## src/rtl/core/wtts_pkg.sv

```systemverilog
package wtts_pkg;

    localparam int WAKE_W = 32;
    localparam int ID_W   = 16;

    localparam logic [1:0] KIND_TICK   = 2'd0;
    localparam logic [1:0] KIND_CREATE = 2'd1;
    localparam logic [1:0] KIND_SLEEP  = 2'd2;
    localparam logic [1:0] KIND_FINISH = 2'd3;

    localparam logic [1:0] STATUS_OK      = 2'd0;
    localparam logic [1:0] STATUS_FULL    = 2'd1;
    localparam logic [1:0] STATUS_MAIN    = 2'd2;
    localparam logic [1:0] STATUS_WAITING = 2'd3;

    typedef struct packed {
        logic [1:0]        kind;
        logic [WAKE_W-1:0] now_ms;
        logic [WAKE_W-1:0] duration_ms;
    } req_t;

    typedef struct packed {
        logic [1:0]      status;
        logic [ID_W-1:0] running_id;
        logic [ID_W-1:0] created_id;
        logic            switched;
        logic            idle_wait;
    } rsp_t;

    typedef struct packed {
        logic [WAKE_W-1:0] wake;
        logic [ID_W-1:0]   id;
    } entry_t;

    typedef enum logic [2:0] {
        S_IDLE,
        S_DECODE,
        S_HEAD_CMP,
        S_INS_RD,
        S_INS_CMP,
        S_INS_WR,
        S_DONE
    } state_t;

    typedef struct packed {
        logic       capture;
        logic       status_we;
        logic [1:0] status;
        logic       ins_start;
        logic       ins_rd;
        logic       ins_shift;
        logic       ins_commit;
        logic       rd_head;
        logic       pop;
        logic       finish;
        logic       emit;
    } cmd_t;

    typedef struct packed {
        logic [1:0] kind;
        logic       waiting;
        logic       queue_empty;
        logic       queue_full;
        logic       cur_main;
        logic       pos_one;
        logic       greater;
        logic       head_due;
        logic       rsp_free;
    } sts_t;

endpackage

```

## src/rtl/core/wtts_ram.sv

```systemverilog
module wtts_ram #(
    parameter int WIDTH = 48,
    parameter int DEPTH = 16
) (
    input  logic                     clk,
    input  logic                     we,
    input  logic [$clog2(DEPTH)-1:0] waddr,
    input  logic [WIDTH-1:0]         wdata,
    input  logic                     re,
    input  logic [$clog2(DEPTH)-1:0] raddr,
    output logic [WIDTH-1:0]         rdata
);

    logic [WIDTH-1:0] mem_reg [DEPTH];
    logic [WIDTH-1:0] rdata_reg;

    always_ff @(posedge clk)
    begin
        if (we)
        begin
            mem_reg[waddr] <= wdata;
        end
        if (re)
        begin
            rdata_reg <= mem_reg[raddr];
        end
    end

    assign rdata = rdata_reg;

endmodule

```

## src/rtl/core/wtts_ctrl.sv

```systemverilog
module wtts_ctrl
    import wtts_pkg::*;
(
    input  logic clk,
    input  logic rst_n,
    input  logic req_valid,
    output logic req_ready,
    input  sts_t sts,
    output cmd_t cmd
);

    state_t state_reg;
    state_t state_next;

    always_ff @(posedge clk or negedge rst_n)
    begin
        if (!rst_n)
        begin
            state_reg <= S_IDLE;
        end
        else
        begin
            state_reg <= state_next;
        end
    end

    always_comb
    begin
        state_next = state_reg;
        cmd        = '0;
        cmd.status = STATUS_OK;
        req_ready  = 1'b0;
        case (state_reg)
            S_IDLE:
            begin
                req_ready = 1'b1;
                if (req_valid)
                begin
                    cmd.capture = 1'b1;
                    state_next  = S_DECODE;
                end
            end
            S_DECODE:
            begin
                state_next = S_DONE;
                if (sts.kind == KIND_TICK)
                begin
                    if (sts.waiting && !sts.queue_empty)
                    begin
                        cmd.rd_head = 1'b1;
                        state_next  = S_HEAD_CMP;
                    end
                end
                else if (sts.waiting)
                begin
                    cmd.status_we = 1'b1;
                    cmd.status    = STATUS_WAITING;
                end
                else if (sts.kind == KIND_FINISH)
                begin
                    if (sts.cur_main)
                    begin
                        cmd.status_we = 1'b1;
                        cmd.status    = STATUS_MAIN;
                    end
                    else
                    begin
                        cmd.finish = 1'b1;
                    end
                end
                else if (sts.queue_full)
                begin
                    cmd.status_we = 1'b1;
                    cmd.status    = STATUS_FULL;
                end
                else
                begin
                    cmd.ins_start = 1'b1;
                    state_next    = sts.queue_empty ? S_INS_WR : S_INS_RD;
                end
            end
            S_HEAD_CMP:
            begin
                cmd.pop    = sts.head_due;
                state_next = S_DONE;
            end
            S_INS_RD:
            begin
                cmd.ins_rd = 1'b1;
                state_next = S_INS_CMP;
            end
            S_INS_CMP:
            begin
                if (sts.greater)
                begin
                    cmd.ins_shift = 1'b1;
                    if (sts.pos_one)
                    begin
                        state_next = S_INS_WR;
                    end
                end
                else
                begin
                    state_next = S_INS_WR;
                end
            end
            S_INS_WR:
            begin
                cmd.ins_commit = 1'b1;
                state_next     = S_DONE;
            end
            S_DONE:
            begin
                if (sts.rsp_free)
                begin
                    cmd.emit   = 1'b1;
                    state_next = S_IDLE;
                end
            end
            default:
            begin
                state_next = S_IDLE;
            end
        endcase
    end

endmodule

```

## src/rtl/core/wtts_datapath.sv

```systemverilog
module wtts_datapath
    import wtts_pkg::*;
#(
    parameter int QUEUE_DEPTH = 16
) (
    input  logic clk,
    input  logic rst_n,
    input  req_t req,
    output logic rsp_valid,
    input  logic rsp_ready,
    output rsp_t rsp,
    input  cmd_t cmd,
    output sts_t sts
);

    localparam int IW = $clog2(QUEUE_DEPTH);
    localparam int CW = $clog2(QUEUE_DEPTH + 1);
    localparam logic [IW-1:0] LAST_IDX = IW'(QUEUE_DEPTH - 1);
    localparam logic [CW-1:0] FULL_CNT = CW'(QUEUE_DEPTH);

    req_t            req_reg;
    entry_t          new_entry_reg;
    logic [1:0]      status_reg;
    logic [ID_W-1:0] created_reg;
    logic            switched_reg;
    rsp_t            rsp_reg;
    logic            rsp_valid_reg;
    logic [IW-1:0]   head_reg;
    logic [CW-1:0]   count_reg;
    logic [CW-1:0]   pos_reg;
    logic [ID_W-1:0] cur_reg;
    logic [ID_W-1:0] next_id_reg;
    logic            waiting_reg;
    logic            finished_reg;

    logic [WAKE_W:0]   wake_sum;
    logic [WAKE_W-1:0] sat_wake;
    logic [CW-1:0]     pos_m1;
    logic [CW-1:0]     pos_m2;
    logic              ram_we;
    logic [IW-1:0]     ram_waddr;
    entry_t            ram_wdata;
    logic              ram_re;
    logic [IW-1:0]     ram_raddr;
    entry_t            ram_rdata;
    logic [IW-1:0]     head_next;

    function automatic logic [IW-1:0] phys(input logic [IW-1:0] head,
                                           input logic [IW-1:0] lidx);
        logic [IW:0] s;
        s = {1'b0, head} + {1'b0, lidx};
        if (s >= (IW+1)'(QUEUE_DEPTH))
        begin
            s = s - (IW+1)'(QUEUE_DEPTH);
        end
        return s[IW-1:0];
    endfunction

    assign wake_sum = {1'b0, req_reg.now_ms} + {1'b0, req_reg.duration_ms};
    assign sat_wake = wake_sum[WAKE_W] ? '1 : wake_sum[WAKE_W-1:0];
    assign pos_m1   = pos_reg - CW'(1);
    assign pos_m2   = pos_reg - CW'(2);
    assign head_next = (head_reg == LAST_IDX) ? '0 : head_reg + IW'(1);

    always_comb
    begin
        ram_we    = cmd.ins_shift | cmd.ins_commit;
        ram_waddr = phys(head_reg, pos_reg[IW-1:0]);
        ram_wdata = cmd.ins_commit ? new_entry_reg : ram_rdata;
        ram_re    = cmd.rd_head | cmd.ins_rd | (cmd.ins_shift & ~sts.pos_one);
        if (cmd.rd_head)
        begin
            ram_raddr = head_reg;
        end
        else if (cmd.ins_rd)
        begin
            ram_raddr = phys(head_reg, pos_m1[IW-1:0]);
        end
        else
        begin
            ram_raddr = phys(head_reg, pos_m2[IW-1:0]);
        end
    end

    wtts_ram #(
        .WIDTH($bits(entry_t)),
        .DEPTH(QUEUE_DEPTH)
    ) u_queue_ram (
        .clk  (clk),
        .we   (ram_we),
        .waddr(ram_waddr),
        .wdata(ram_wdata),
        .re   (ram_re),
        .raddr(ram_raddr),
        .rdata(ram_rdata)
    );

    always_comb
    begin
        sts.kind        = req_reg.kind;
        sts.waiting     = waiting_reg;
        sts.queue_empty = (count_reg == '0);
        sts.queue_full  = (count_reg == FULL_CNT);
        sts.cur_main    = (cur_reg == '0);
        sts.pos_one     = (pos_reg == CW'(1));
        sts.greater     = (ram_rdata.wake > new_entry_reg.wake);
        sts.head_due    = (ram_rdata.wake <= req_reg.now_ms);
        sts.rsp_free    = ~rsp_valid_reg | rsp_ready;
    end

    always_ff @(posedge clk)
    begin
        if (cmd.capture)
        begin
            req_reg      <= req;
            status_reg   <= STATUS_OK;
            created_reg  <= '0;
            switched_reg <= 1'b0;
        end
        if (cmd.status_we)
        begin
            status_reg <= cmd.status;
        end
        if (cmd.ins_start)
        begin
            if (req_reg.kind == KIND_CREATE)
            begin
                new_entry_reg <= '{wake: '0, id: next_id_reg};
            end
            else
            begin
                new_entry_reg <= '{wake: sat_wake, id: cur_reg};
            end
        end
        if (cmd.ins_commit && (req_reg.kind == KIND_CREATE))
        begin
            created_reg <= next_id_reg;
        end
        if (cmd.pop)
        begin
            switched_reg <= finished_reg | (ram_rdata.id != cur_reg);
        end
        if (cmd.emit)
        begin
            rsp_reg <= '{status: status_reg, running_id: cur_reg,
                         created_id: created_reg, switched: switched_reg,
                         idle_wait: waiting_reg};
        end
    end

    always_ff @(posedge clk or negedge rst_n)
    begin
        if (!rst_n)
        begin
            rsp_valid_reg <= 1'b0;
            head_reg      <= '0;
            count_reg     <= '0;
            pos_reg       <= '0;
            cur_reg       <= '0;
            next_id_reg   <= ID_W'(1);
            waiting_reg   <= 1'b0;
            finished_reg  <= 1'b0;
        end
        else
        begin
            if (cmd.emit)
            begin
                rsp_valid_reg <= 1'b1;
            end
            else if (rsp_ready)
            begin
                rsp_valid_reg <= 1'b0;
            end
            if (cmd.ins_start)
            begin
                pos_reg <= count_reg;
            end
            if (cmd.ins_shift)
            begin
                pos_reg <= pos_m1;
            end
            if (cmd.ins_commit)
            begin
                count_reg <= count_reg + CW'(1);
                if (req_reg.kind == KIND_CREATE)
                begin
                    next_id_reg <= next_id_reg + ID_W'(1);
                end
                else
                begin
                    waiting_reg  <= 1'b1;
                    finished_reg <= 1'b0;
                end
            end
            if (cmd.finish)
            begin
                waiting_reg  <= 1'b1;
                finished_reg <= 1'b1;
            end
            if (cmd.pop)
            begin
                cur_reg      <= ram_rdata.id;
                head_reg     <= head_next;
                count_reg    <= count_reg - CW'(1);
                waiting_reg  <= 1'b0;
                finished_reg <= 1'b0;
            end
        end
    end

    assign rsp_valid = rsp_valid_reg;
    assign rsp       = rsp_reg;

    assert property (@(posedge clk) disable iff (!rst_n) count_reg <= FULL_CNT)
        else $error("queue count exceeds the queue depth");

    assert property (@(posedge clk) disable iff (!rst_n)
        cmd.ins_commit |-> (count_reg < FULL_CNT))
        else $error("insertion into a full queue");

    assert property (@(posedge clk) disable iff (!rst_n)
        cmd.pop |-> ((count_reg != '0) && waiting_reg))
        else $error("pop from an empty queue or outside a wait");

    assert property (@(posedge clk) disable iff (!rst_n)
        cmd.emit |-> (!rsp_valid_reg || rsp_ready))
        else $error("response overwritten before it was taken");

    assert property (@(posedge clk) disable iff (!rst_n)
        finished_reg |-> waiting_reg)
        else $error("finished flag set outside a wait");

endmodule

```

## src/rtl/core/wake_time_task_scheduler.sv

```systemverilog
// Keeps sleeping tasks in a queue sorted by wake time, in a single RAM used as a
// circular buffer, and answers each request with exactly one response. One
// request is handled at a time; the next is accepted once the response is in
// the output register, even if it has not been taken yet. A tick, finish or
// refused request passes from decode to the done state; a tick that reads the
// queue head while a wait is pending adds a head compare state, and a create
// or sleep adds an insertion write, preceded on a non-empty queue by a read
// state and a compare state that shifts each later-waking entry up one slot.
// A response still waiting in the output register holds the next one back
// until it is taken. The insertion walk moves one queue entry per cycle through
// the RAM's single write port. The queue RAM needs no clearing after reset.
module wake_time_task_scheduler
    import wtts_pkg::*;
#(
    parameter int QUEUE_DEPTH = 16
) (
    input  logic clk,
    input  logic rst_n,
    input  logic req_valid,
    output logic req_ready,
    input  req_t req,
    output logic rsp_valid,
    input  logic rsp_ready,
    output rsp_t rsp
);

    cmd_t cmd;
    sts_t sts;

    wtts_ctrl u_ctrl (
        .clk      (clk),
        .rst_n    (rst_n),
        .req_valid(req_valid),
        .req_ready(req_ready),
        .sts      (sts),
        .cmd      (cmd)
    );

    wtts_datapath #(
        .QUEUE_DEPTH(QUEUE_DEPTH)
    ) u_datapath (
        .clk      (clk),
        .rst_n    (rst_n),
        .req      (req),
        .rsp_valid(rsp_valid),
        .rsp_ready(rsp_ready),
        .rsp      (rsp),
        .cmd      (cmd),
        .sts      (sts)
    );

endmodule

```

## config.mk

```make
export PLATFORM = sky130hd
export DESIGN_NAME = wake_time_task_scheduler
export DESIGN_NICKNAME = d
export VERILOG_FILES = /design/src/rtl/core/wtts_pkg.sv /design/src/rtl/core/wtts_ram.sv /design/src/rtl/core/wtts_ctrl.sv /design/src/rtl/core/wtts_datapath.sv /design/src/rtl/core/wake_time_task_scheduler.sv
export SDC_FILE = /design/constraint.sdc
export NUM_CORES = 1
export LEC_CHECK = 0
export BUFFER_PORTS_ARGS = -buffer_cell sky130_fd_sc_hd__buf_2
export CORE_MARGIN = 1.5
export CORE_UTILIZATION = 45
export DETAILED_ROUTE_END_ITERATION = 16
export GPL_ROUTABILITY_DRIVEN = 0
export SLEW_MARGIN = 20
export SYNTH_ARGS = -nofsm -noshare
export SYNTH_HDL_FRONTEND = slang
export SYNTH_SLANG_ARGS = --single-unit
```

## constraint.sdc

```tcl
create_clock -name clk -period 8.8 [get_ports clk]
set_input_delay 0.88 -clock clk [delete_from_list [all_inputs] [get_ports clk]]
set_output_delay 0.88 -clock clk [all_outputs]
set_load 0.01 [all_outputs]
```

==> flow_metrics.py <==
metrics = {
    "placement": {
        "dp_slack_ns": 3.86,
        "hpwl_um": 58900,
        "place_area_um2": 45500,
        "io_buffers": 107,
        "dp_cells": 4559,
    },
    "final_layout": {
        "multi_input_area_um2": 11700,
        "final_cell_area_um2": 49000,
        "final_layout_size_suffix_gt1_share_pct": 11.7,
        "largest_reg_flops": 768,
        "nets": 3587,
        "stdcell_count": 4753,
        "n_fill_cell": 8067,
        "syn_to_final_growth_pct": 12.7,
        "seqCellArea_um2": 30900,
    },
    "sta": {
        "setup_viol": 0,
        "tns_ns": 0,
        "worstMarginPinSlew_ns": 1.08,
        "layout_setup_ws_ns": 4.00,
        "drv_slew": 0,
        "period_minus_slack_ns": 4.80,
        "grt_setup_unrepaired": "false",
        "clock_skew_ns": 0.0249,
        "period_share_pct": 54.6,
        "hold_violations": 0,
        "max_freq_ghz": 0.208,
        "slew_headroom_pct": 27.2,
    },
    "logic_synthesis": {
        "async_reset_ff_share_pct": 5.01,
        "synth_most_common_cell": "edfxtp_1",
        "synth_edf_count": 985,
        "ys_types": 74,
        "synth_area_per_cell_um2": 13.2,
        "yosys.area.top_type_share_pct": 68.1,
        "ys_seq_area_share_pct": 71.1,
        "synth_area_leaders": "edfxtp_1, nand2_1, nand3_1, ha_1, dfrtp_1",
        "ys.flop_type": "edfxtp_1",
        "syn_inst": 3283,
        "ys.warnings.count": 0,
        "synth_seq_cells": 1037,
        "yosys.area.top_type": "edfxtp_1",
        "synthTopCellsByCount": "edfxtp_1, nand2_1, nand3_1",
        "synth.cell_area_um2": 43400,
        "syn_nets": 3468,
    },
    "clock_tree": {
        "cts_buffers": 105,
        "cts_resized": 0,
        "clock_sinks": 1037,
        "htreeDepth": 3,
        "postCtsSetupBuffers": 0,
        "clk_latency_ns": 0.68,
        "hold_buffers": 0,
        "cts-root-buf": "clkbuf_16",
        "cts_tree": "built",
        "clkTransAtPathRegs_ns": 0.07,
        "clock_path_buffers": 3,
    },
    "die": {
        "start_util_pct": 45.6,
        "die_w_um": 314,
        "num_rows": 113,
        "die_y_um": 314,
        "core_area_um2": 95300,
        "dieArea_um2": 98400,
        "ios": 108,
    },
    "route": {
        "wl_um": 104000,
        "ant_nets": 0,
        "drt-vias-per-instance": 5.54,
        "vias": 26343,
        "drc": 0,
        "dr.pass1.iters": 6,
        "initialDrtViolationCount": 2881,
        "wire_per_inst_um": 21.9,
    },
    "grt": {
        "grt_first_pass_wirelength_um": 157000,
        "groute.usage.overall_pct": 21.0,
        "antenna_found_initial": 2,
        "first_global_vias": 25695,
        "grt_max_degree": 192,
        "gr-total-overflow": 0,
    },
    "outcome": {
        "status": "finished clean",
    },
    "worst_setup_path": {
        "endpoint_kind": "register",
        "crit_fanout": 35,
        "cp.arrival_ns": 5.10,
        "timing.rr.start": "u_datapath.u_queue_ram.rdata[45]",
        "critPathKind": "reg2reg",
        "cp-start-kind": "register",
        "ff2ff_setup_slack_ns": 4.00,
        "critPathRequiredTime_ns": 9.10,
        "timing.rr.end": "u_datapath.u_queue_ram.mem_reg[7][23]",
        "worstRegToRegCells": 9,
    },
    "hold_path": {
        "min_path_type": "in2async",
    },
    "run": {
        "cap_viol_max_count": 0,
    },
}
==> cell type report <==
cell class              count  area share (%)
repair buffers            176            2.27
multi-input cells        1996            23.8
well taps                1265            3.23
flip-flops and latches   1037            63.1
inverters                  86           0.659
clock buffers             128            5.63
diodes                      1         0.00511
clock inverters            64            1.32
==> stage by stage <==
stage / utilization (%) / hold slack, ns
2_1_floorplan: - / 0.400
3_3_place_gp: 47.8 / 0.402
3_5_place_dp: 47.8 / 0.405
4_1_cts: 51.3 / 0.327
5_1_grt: 51.4 / 0.354
6_report: 51.4 / 0.319
==> cells in the final DEF (no fill, tap or decap), types with 12 or more instances in the layout <==
cell / synthesis / layout
a21o_1: 39 / 39
a21oi_1: 86 / 86
a32oi_1: 48 / 48
and2_1: 23 / 23
buf_2: 100 / 107
buf_4: 6 / 65
bufinv_16: 0 / 12
clkbuf_1: 49 / 21
clkbuf_16: 0 / 107
clkinv_1: 0 / 24
clkinv_2: 0 / 19
dfrtp_1: 51 / 51
edfxtp_1: 985 / 985
ha_1: 111 / 111
inv_1: 86 / 84
mux2_2: 37 / 36
mux2i_1: 52 / 52
nand2_1: 800 / 799
nand2b_1: 12 / 12
nand3_1: 307 / 307
nand4_1: 121 / 121
nor2_1: 53 / 36
nor2_4: 1 / 17
nor3_1: 13 / 13
o21ai_0: 53 / 39
o21ai_1: 54 / 64
xnor2_1: 48 / 48
xor2_1: 28 / 28
==> worst max path at each step <==
stage	startpoint	end	cells past startpoint
3_3_place_gp	u_datapath.u_queue_ram.rdata[45]	u_datapath.u_queue_ram.mem_reg[1][3]	9
4_1_cts	u_datapath.u_queue_ram.rdata[45]	u_datapath.u_queue_ram.mem_reg[1][12]	9
3_5_place_dp	u_datapath.u_queue_ram.rdata[45]	u_datapath.u_queue_ram.mem_reg[1][12]	9
5_1_grt	u_datapath.u_queue_ram.rdata[45]	u_datapath.u_queue_ram.mem_reg[7][24]	9
6_report	u_datapath.u_queue_ram.rdata[45]	u_datapath.u_queue_ram.mem_reg[7][23]	9
2_1_floorplan	u_datapath.u_queue_ram.rdata[27]	u_datapath.u_queue_ram.mem_reg[12][0]	10
==> cells by family after synthesis <==
group / after synthesis / synth area share, %
flops: 1037 / 71.1
xor+xnor: 77 / 1.57
compound gates: 340 / 5.09
mux: 92 / 2.24
fa+ha+maj: 115 / 3.38
buf+inv: 250 / 2.55
simple gates: 1372 / 14.1
==> routing by layer <==
| metal | GRT usage, % | up-vias | part of all wire [%] |
|---|---|---|---|
| met1 | 29.9 | 13077 | 44 |
| met2 | 33.3 | 801 | 47 |
| met3 | 3.35 | 146 | 6.5 |
| met4 | 6.73 | 0 | 2.7 |
| met5 | 0 | - | 0 |
| li1 | - | 12319 | - |
==> worst max-delay path: stages (launching register included) <==
cell      delay (ns)
edfxtp_1        0.42
ha_1            0.33
nand4_1         0.22
nor4_1          0.82
o31a_2          0.37
o21ai_2         0.21
and2_1          0.29
nand3b_1        0.40
nor2_4          0.62
buf_4           0.70
Power is left out: the tool's default activity adds up to more than one toggle a clock period on the data nets, which glitch-free logic cannot reach.
